$ cat config.mk
export PLATFORM = sky130hd
export DESIGN_NAME = pfr_ctrl
export DESIGN_NICKNAME = d
export VERILOG_FILES = /design/src/rtl/pfr_pkg.sv /design/src/rtl/pfr_ctrl.sv
export VERILOG_INCLUDE_DIRS = /design/src /design/src/rtl
export SDC_FILE = /design/constraint.sdc
export NUM_CORES = 1
export LEC_CHECK = 0
export ABC_CLOCK_PERIOD_IN_PS = 2100
export BUFFER_PORTS_ARGS = -buffer_cell sky130_fd_sc_hd__buf_2
export CAP_MARGIN = 20
export CORE_AREA = 2 2 39 41
export DETAILED_ROUTE_END_ITERATION = 7
export DIE_AREA = 0 0 41 43
export GPL_TIMING_DRIVEN = 0
export SYNTH_ARGS = -nofsm -noshare
export SYNTH_HDL_FRONTEND = slang
export SYNTH_SLANG_ARGS = --single-unit
$ cat constraint.sdc
create_clock -name clk -period 2.1 [get_ports clk]
set_input_delay 0.105 -clock clk [delete_from_list [all_inputs] [get_ports clk]]
set_output_delay 0.105 -clock clk [all_outputs]
set_load 0.05 [all_outputs]
$ cat src/rtl/palette_fade_remap_unit_assert.svh
// ----------------------------------------------------------------------------
// Assertion macros for the palette fade remap unit
// Shared concurrent assertion forms, clocked and reset-qualified.
// ----------------------------------------------------------------------------
`ifndef PALETTE_FADE_REMAP_UNIT_ASSERT_SVH
`define PALETTE_FADE_REMAP_UNIT_ASSERT_SVH

// same-cycle implication
`define PFR_ASSERT_SAME(label, clk, rst_n, ante, cons) \
    label: assert property (@(posedge clk) disable iff (!rst_n) (ante) |-> (cons)) \
        else $error("pfr assertion failed");

// next-cycle implication
`define PFR_ASSERT_NEXT(label, clk, rst_n, ante, cons) \
    label: assert property (@(posedge clk) disable iff (!rst_n) (ante) |=> (cons)) \
        else $error("pfr assertion failed");

`endif

$ cat src/rtl/pfr_pkg.sv
// ----------------------------------------------------------------------------
// pfr_pkg
// Shared constants and controller/datapath interface types.
// ----------------------------------------------------------------------------
`timescale 1ns / 1ps

package pfr_pkg;

    localparam int SHADOW_COUNT = 16;
    localparam int PALETTE_SIZE = 256;
    localparam int SHADOW_START = (PALETTE_SIZE > SHADOW_COUNT) ?
                                  (PALETTE_SIZE - SHADOW_COUNT) : 0;

    localparam int IDX_W  = 8;
    localparam int PTR_W  = 9;   // can hold PALETTE_SIZE itself
    localparam int DIST_W = 18;  // 3 * 255^2 fits

    typedef enum logic {
        REQ_LOAD   = 1'b0,
        REQ_LOOKUP = 1'b1
    } req_type_t;

    typedef enum logic [1:0] {
        ADDR_IN    = 2'd0,
        ADDR_TGT   = 2'd1,
        ADDR_START = 2'd2,
        ADDR_SCAN  = 2'd3
    } addr_sel_t;

    typedef struct packed {
        logic      accept;
        addr_sel_t addr_sel;
        logic      cap_src;
        logic      do_blend;
        logic      scan_init;
        logic      scan_step;
        logic      out_load;
    } pfr_cmd_t;

    typedef struct packed {
        logic req_lookup;
        logic fast_path;
        logic scan_last;
        logic out_busy;
    } pfr_status_t;

endpackage

$ cat src/rtl/pfr_ctrl.sv
// ----------------------------------------------------------------------------
// pfr_ctrl
// Sequencer for palette loads and remap lookups.
// ----------------------------------------------------------------------------
`timescale 1ns / 1ps
`include "palette_fade_remap_unit_assert.svh"

module pfr_ctrl
    import pfr_pkg::*;
(
    input  logic        clk,
    input  logic        rst_n,
    input  logic        in_valid,
    output logic        in_stall,
    input  pfr_status_t status,
    output pfr_cmd_t    cmd
);

    typedef enum logic [4:0] {
        S_IDLE   = 5'b00001,
        S_RD_TGT = 5'b00010,
        S_BLEND  = 5'b00100,
        S_SCAN   = 5'b01000,
        S_DONE   = 5'b10000
    } state_t;

    state_t state_reg;
    state_t state_next;

    always_comb
    begin
        state_next    = state_reg;
        cmd           = '0;
        cmd.addr_sel  = ADDR_IN;
        unique case (state_reg)
            S_IDLE:
            begin
                cmd.accept = in_valid;
                if (in_valid && status.req_lookup)
                begin
                    state_next = status.fast_path ? S_DONE : S_RD_TGT;
                end
            end
            S_RD_TGT:
            begin
                cmd.addr_sel = ADDR_TGT;
                cmd.cap_src  = 1'b1;
                state_next   = S_BLEND;
            end
            S_BLEND:
            begin
                cmd.addr_sel  = ADDR_START;
                cmd.do_blend  = 1'b1;
                cmd.scan_init = 1'b1;
                state_next    = S_SCAN;
            end
            S_SCAN:
            begin
                cmd.addr_sel  = ADDR_SCAN;
                cmd.scan_step = 1'b1;
                if (status.scan_last)
                begin
                    state_next = S_DONE;
                end
            end
            S_DONE:
            begin
                if (!status.out_busy)
                begin
                    cmd.out_load = 1'b1;
                    state_next   = S_IDLE;
                end
            end
            default:
            begin
                state_next = S_IDLE;
            end
        endcase
    end

    always_ff @(posedge clk or negedge rst_n)
    begin
        if (!rst_n)
        begin
            state_reg <= S_IDLE;
        end
        else
        begin
            state_reg <= state_next;
        end
    end

    assign in_stall = (state_reg != S_IDLE);

    `PFR_ASSERT_NEXT(a_load_stays_idle, clk, rst_n, cmd.accept && !status.req_lookup, state_reg == S_IDLE)
    `PFR_ASSERT_NEXT(a_slow_lookup_reads, clk, rst_n, cmd.accept && status.req_lookup && !status.fast_path, state_reg == S_RD_TGT)
    `PFR_ASSERT_NEXT(a_scan_continues, clk, rst_n, state_reg == S_SCAN && !status.scan_last, state_reg == S_SCAN)
    `PFR_ASSERT_NEXT(a_done_waits, clk, rst_n, state_reg == S_DONE && status.out_busy, state_reg == S_DONE)

endmodule

==> parameters.txt, run 1 <==
Parameter                              Value

Final layout
  Most frequent cells in the layout ... buf_2 (15), dfrtp_1 (4)
  Filler instances ... ~140
  Share of cells above drive strength 1 ... 0.446
  Most frequent standard cell in the layout excluding fill and tap cells ... buf_2
  Number of nets in the layout ... between 60 and 70
  Post-synthesis to final-layout area growth ... 39.9%
  Number of diodes ... 0
  Fin area ... 460 um2
  Number of flip-flops in the largest register ... 5

Clock network
  Clock Root Buffer ... clkbuf_4
  Number of levels the H-tree was split into ... 1
  TritonCTS clock tree ... yes
  Clock slew at the register clock pins of the worst setup and hold paths ... 0.05 ns
  Number of sinks driven by the clock tree ... 5
  Resized cells post-CTS ... 0
  Latest clock arrival within the worst-skew pair ... 0.24 ns
  Number of buffers inserted during clock tree synthesis ... 3
  Deepest clock path buffer count ... 2

Critical path
  Critical path fanouts, max ... 7
  Internal reg-to-reg setup slack ... 0.74 ns
  Startpoint class of the critical path ... flop
  Arrival time worst endpoint ... around 1.7 ns
  Category of the worst setup path capture point ... output pin
  Biggest cell delay along the critical path ... 0.46 ns
  Cell breakdown of the critical path ... nor3_1, and3b_2, or2_2, buf_2
  Worst reg2reg path startpoint ... state_reg[0]
  Crit path kind ... reg2out
  Library cell contributing the largest single delay on the critical path ... dfrtp_1
  Worst Path Required ... ~2 ns
  Startpoint of the worst setup timing path ... state_reg[3]

Floorplan
  Site Rows ... 14
  Die width ... 41 um
  Core ar. ... 1380 um2
  Die footprint ... 1760 um2
  Initial Utilization ... 0.238
  Top-level I/O count ... 16
  Die Height ... 43 um

Worst hold path
  HP Start ... status[2]
  Type of the most critical hold path ... in2reg

Pwr
  Leakage power ... between 0.2 and 0.3 nW
  Total power draw ... ~0.46 mW
  Power density cells ... a little over 1000 nW/um2
  Sequential power share ... 0.310
  Cell-internal power ... ~0.26 mW
  Switching power summed over all nets ... 0.203 mW
  Share of total power consumed by net switching ... 0.436
  Combinational cell fraction of total power ... 0.447
  Worst vdd ir ... approximately 420 uV
  Clock network power share ... 0.243

Placement
  Placement-stage cell area ... 424 um2
  Worst setup slack after placement ... 0.559 ns
  Post-detail-place hpwl ... 594 um
  Final RePlAce weighted congestion ... 0.821
  Count of buffers from port buffering ... 15

Yosys
  Yosys cell types ... 22
  Mean cell area of the mapped netlist ... slightly above 9 um2
  Ys Warns ... 0
  Post-Syn Area ... about 330 um2
  Number of nets in the synthesized netlist ... 43
  Cells after synthesis ... 36
  Number of synthesized register bits ... 5
  Share of the yosys chip area belonging to registers ... 0.384

STA
  Normalized max-slew margin ... 0.705
  Least setup slack across all paths after layout ... 0.266 ns
  Clock skew ... 0.00277 ns
  Time the worst path needs with I/O delays and setup ... roughly 1.8 ns
  Final setup TNS ... 0 ns
  Setup repair after global routing missed its margin ... no
  Setup-violating endpoint count in the final report ... 0
  Top achievable clock speed ... approximately 0.55 GHz
  Final Hold Fails ... 0
  Slew of the pin with the lowest slew margin ... 0.440 ns
  Post-route fraction of the period consumed by the critical path ... 0.874
  Max-slew violation count ... 0

Outcome
  Run status ... complete, no violations

Drt
  DR vias/cell ... 4.92
  Routed WL ... 805 um
  # DRC ... 0
  Post-detailed-route wirelength per cell ... 11.2 um
  Pre-antenna DRT Iters ... 4
  Vias ... 354
  Number of DRC markers after the initial detailed-route iteration ... 8
  Remaining antenna violation count after routing ... 0

Global route
  Wire length of the first global-routing pass ... 1250 um
  Initial antenna violation count ... 0
  Global-route congestion overflow total ... 0
  Via count of the first global-routing pass ... 300
  Pin count of the biggest net entering global routing ... 8
  Global Route Usage Sum ... 0.0997

Job
  Number of maximum-capacitance violations ... 0
[logic make-up (layout without fill, tap and decap cells)]
kind of cell | Yosys count | in the layout | share of synthesized area
simple gates | 22 | 22 | 0.426
compound gates | 5 | 5 | 0.118
flops | 5 | 5 | 0.384
buf+inv | 3 | 23 | 0.0456
xor+xnor | 1 | 1 | 0.0266
[power by group through the flow]
stage / Clock [mW] / Sequential (mW) / Combinational [mW]
4_1_cts: 0.115 / 0.144 / 0.209
3_5_place_dp: 0 / 0.145 / 0.208
6_report: 0.113 / 0.144 / 0.208
2_1_floorplan: 0 / 0.136 / 0.169
3_3_place_gp: 0 / 0.144 / 0.206
5_1_grt: 0.126 / 0.148 / 0.229
[through the flow]
stage	hold WS [ns]	cells	util
final	0.0398	72	0.333
after global routing	0.0374	72	0.333
after CTS	0.0351	72	0.333
after detailed placement	-0.0795	67	0.307
after global placement	-0.0787	67	0.307
after floorplan	-0.191	36	-
[final cells by class]
class,count,area [um2],share of cell area
Buffer,1,7.51,0.0163
Timing Repair Buffer,16,85.1,0.185
Tap cell,16,20.0,0.0435
Inverter,2,7.51,0.0163
Clock buffer,4,26.3,0.0571
Multi-Input combinational cell,28,188,0.408
Sequential cell,5,126,0.274
[per-layer routing]
metal	vias to the layer above	part of all wire	GRT usage
met5	-	0	0
met3	0	0.088	0.0314
li1	175	-	-
met4	0	0	0.0200
met2	17	0.40	0.134
met1	162	0.51	0.153
[cells in the mapped netlist]
cell type  number  area share
dfrtp_1         4        0.30
nand2_1         3       0.034
nor2_1          3       0.034
nor3_1          3       0.046
a221o_1         2       0.061
and3b_2         2       0.061
inv_1           2       0.023
nand3b_1        2       0.046
nor4b_1         2       0.053
a211oi_1        1       0.023
a31oi_1         1       0.019
and3_2          1       0.023
and4_1          1       0.027
and4_2          1       0.030
buf_4           1       0.023
dfstp_2         1       0.080
nand3_1         1       0.015
nor2b_1         1       0.019
o21ai_0         1       0.015
or2_2           1       0.019
or3_1           1       0.019
xor2_1          1       0.027
[critical path, delay by kind of cell (launching register included)]
kind,cells,cell delay (ns)
buffers and inverters,1,0.24
AND/OR/NAND/NOR,3,0.78
flip-flops,1,0.46
[path summary, 6_finish.rpt]
path,end,cells after the start
hold / removal,state_reg[1],2
setup / recovery,cmd[5],4
setup reg to reg,state_reg[0],3
min in group asynchronous,state_reg[1],2
hold reg to reg,state_reg[2],1
max in group asynchronous,state_reg[0],2
[repair_timing]
item / in CTS / in global routing
hold endpoints to repair: 5 / 0
hold buffers: 1 / 0
buffers inserted: 0 / 0
Note: power is estimated with default switching activity, not from simulation.
==> run 2: changes to the inputs <==
--- a/config.mk
+++ b/config.mk
@@ -13,6 +13,7 @@
 export DETAILED_ROUTE_END_ITERATION = 7
 export DIE_AREA = 0 0 41 43
 export GPL_TIMING_DRIVEN = 0
+export PLACE_DENSITY = 0.47
 export SYNTH_ARGS = -nofsm -noshare
 export SYNTH_HDL_FRONTEND = slang
 export SYNTH_SLANG_ARGS = --single-unit
==> parameters.txt, run 2 (same netlist as run 1, synthesis figures left out) <==
Parameter                              Value

Critical path
  Worst Path Required ... 2.00 ns (about the same)
  Worst setup path endpoint ... cmd[5]
  Worst reg2reg endpoint ... state_reg[0]
  Startpoint of the worst setup timing path ... state_reg[3]
  Arrival time worst endpoint ... 1.69 ns (-0.04 ns)
  Crit path kind ... reg2out
  R2R depth ... 3 (unchanged)
  Startpoint class of the critical path ... flop
  Critical path fanouts, max ... 7 (unchanged)
  Internal reg-to-reg setup slack ... 0.71 ns (-0.03 ns)
  Worst reg2reg path startpoint ... state_reg[0]
  Category of the worst setup path capture point ... output pin

Floorplan
  Core ar. ... 1380 um2 (unchanged)
  Die Height ... 43 um (unchanged)
  Die footprint ... 1760 um2 (unchanged)
  Site Rows ... 14 (unchanged)
  Top-level I/O count ... 16 (unchanged)
  Die width ... 41 um (unchanged)
  Initial Utilization ... 0.238 (unchanged)

STA
  Top achievable clock speed ... 0.558 GHz (+2.4%)
  Least setup slack across all paths after layout ... 0.308 ns (+0.0426 ns)
  Setup-violating endpoint count in the final report ... 0 (unchanged)
  Setup repair after global routing missed its margin ... no
  Post-route fraction of the period consumed by the critical path ... 0.853 (-0.0203)
  Max-slew violation count ... 0 (unchanged)
  Time the worst path needs with I/O delays and setup ... 1.79 ns (-0.0426 ns)
  Final Hold Fails ... 0 (unchanged)
  Final setup TNS ... 0 ns (unchanged)
  Normalized max-slew margin ... 0.709 (+0.00454)
  Clock skew ... 0.00107 ns (-0.00170 ns)
  Slew of the pin with the lowest slew margin ... 0.433 ns (-0.00676 ns)

Drt
  Vias ... 346 (-2.3%)
  Post-detailed-route wirelength per cell ... 10.6 um (-5.3%)
  Remaining antenna violation count after routing ... 0 (unchanged)
  Number of DRC markers after the initial detailed-route iteration ... 21 (+13)
  DR vias/cell ... 4.81 (-2.3%)
  Pre-antenna DRT Iters ... 4 (unchanged)
  # DRC ... 0 (unchanged)
  Routed WL ... 762 um (-5.3%)

Pwr
  Worst vdd ir ... 709 uV (+67%)
  Power density cells ... 1010 nW/um2 (+0.31%)
  Leakage power ... 0.267 nW (unchanged)

Global route
  Global Route Usage Sum ... 0.115 (+0.0149)
  Initial antenna violation count ... 0 (unchanged)
  Wire length of the first global-routing pass ... 1320 um (+6.1%)
  Via count of the first global-routing pass ... 322 (+7.3%)
  Global-route congestion overflow total ... 0 (unchanged)
  Pin count of the biggest net entering global routing ... 8 (unchanged)

Clock network
  TritonCTS clock tree ... yes
  Deepest clock path buffer count ... 2 (unchanged)
  Clock Root Buffer ... clkbuf_4
  # Post-CTS Setup Buffers ... 0 (unchanged)
  Number of buffers inserted during clock tree synthesis ... 3 (unchanged)
  Latest clock arrival within the worst-skew pair ... 0.24 ns (about the same)
  Clock slew at the register clock pins of the worst setup and hold paths ... 0.04 ns (about the same)
  Number of levels the H-tree was split into ... 1 (unchanged)
  Number of sinks driven by the clock tree ... 5 (unchanged)

Placement
  Worst setup slack after placement ... 0.545 ns (-0.0138 ns)
  Count of buffers from port buffering ... 15 (unchanged)
  Post-detail-place hpwl ... 586 um (-1.3%)
  Placement-stage cell area ... 424 um2 (unchanged)
  Final RePlAce weighted congestion ... 0.718 (-13%)

Final layout
  Multi-input gate area in the final layout ... 188 um2 (unchanged)
  Most frequent cells in the layout ... buf_2 (15), dfrtp_1 (4)
  Most frequent standard cell in the layout excluding fill and tap cells ... buf_2
  Number of flip-flops in the largest register ... 5 (unchanged)
  Number of diodes ... 0 (unchanged)
  Fin area ... 460 um2 (unchanged)
  Share of cells above drive strength 1 ... 0.446 (unchanged)
  Post-synthesis to final-layout area growth ... 39.9% (unchanged)
  Number of nets in the layout ... 64 (unchanged)
  Filler instances ... 143 (-0.69%)
  Footprint of the flip-flops and latches ... 126 um2 (unchanged)

Worst hold path
  Type of the most critical hold path ... in2reg

Job
  Number of maximum-capacitance violations ... 0 (unchanged)

Outcome
  Run status ... complete, no violations
## run 2: layer usage
layer,routed length [um],up-vias,share of wire,track usage
met5,0,-,0,0
met4,0,0,0,0.0600
met3,72,0,0.094,0.0628
met2,325,16,0.43,0.144
met1,364,155,0.48,0.152
li1,-,175,-,-
## run 2: worst min-delay path by stage
stage | from | slack (ns) | cells past startpoint | endpoint
3_3_place_gp | rst_n | -0.08 | 1 | state_reg[1]
3_5_place_dp | rst_n | -0.07 | 1 | state_reg[2]
4_1_cts | status[2] | 0.03 | 2 | state_reg[1]
5_1_grt | status[2] | 0.04 | 2 | state_reg[1]
6_report | status[2] | 0.04 | 2 | state_reg[1]
2_1_floorplan | rst_n | -0.19 | 0 | state_reg[1]
## run 2: layout make-up
type | count | area share
well taps | 16 | 0.0435
clock buffers | 4 | 0.0571
flip-flops and latches | 5 | 0.274
inverters | 2 | 0.0163
repair buffers | 16 | 0.185
multi-input cells | 28 | 0.408
plain buffers | 1 | 0.0163
## run 2: power by group
part,internal (mW),switching (mW)
Clock,0.0719,0.0401
Sequential,0.118,0.0253
Combinational,0.0719,0.139
Total,0.262,0.204
## run 2: worst max-delay path, cell delays in order, from the launching register on
cell and delay, ns:
dfrtp_1 0.44, nor3_1 0.41, and3b_2 0.26, or2_2 0.09
buf_2 0.24
## run 2: what timing repair did
action,4_1_cts,5_1_grt
hold buffers,1,0
gates resized for setup,0,0
endpoints found under the setup margin,0,0
hold endpoints to repair,5,0
## run 2: stage by stage
step	hold slack (ns)	cells	power, mW	util
finish	0.0395	72	0.466	0.333
global route	0.0357	72	0.501	0.333
CTS	0.0316	72	0.472	0.333
detailed placement	-0.0739	67	0.352	0.307
global placement	-0.0752	67	0.354	0.307
floorplan	-0.191	36	0.304	-
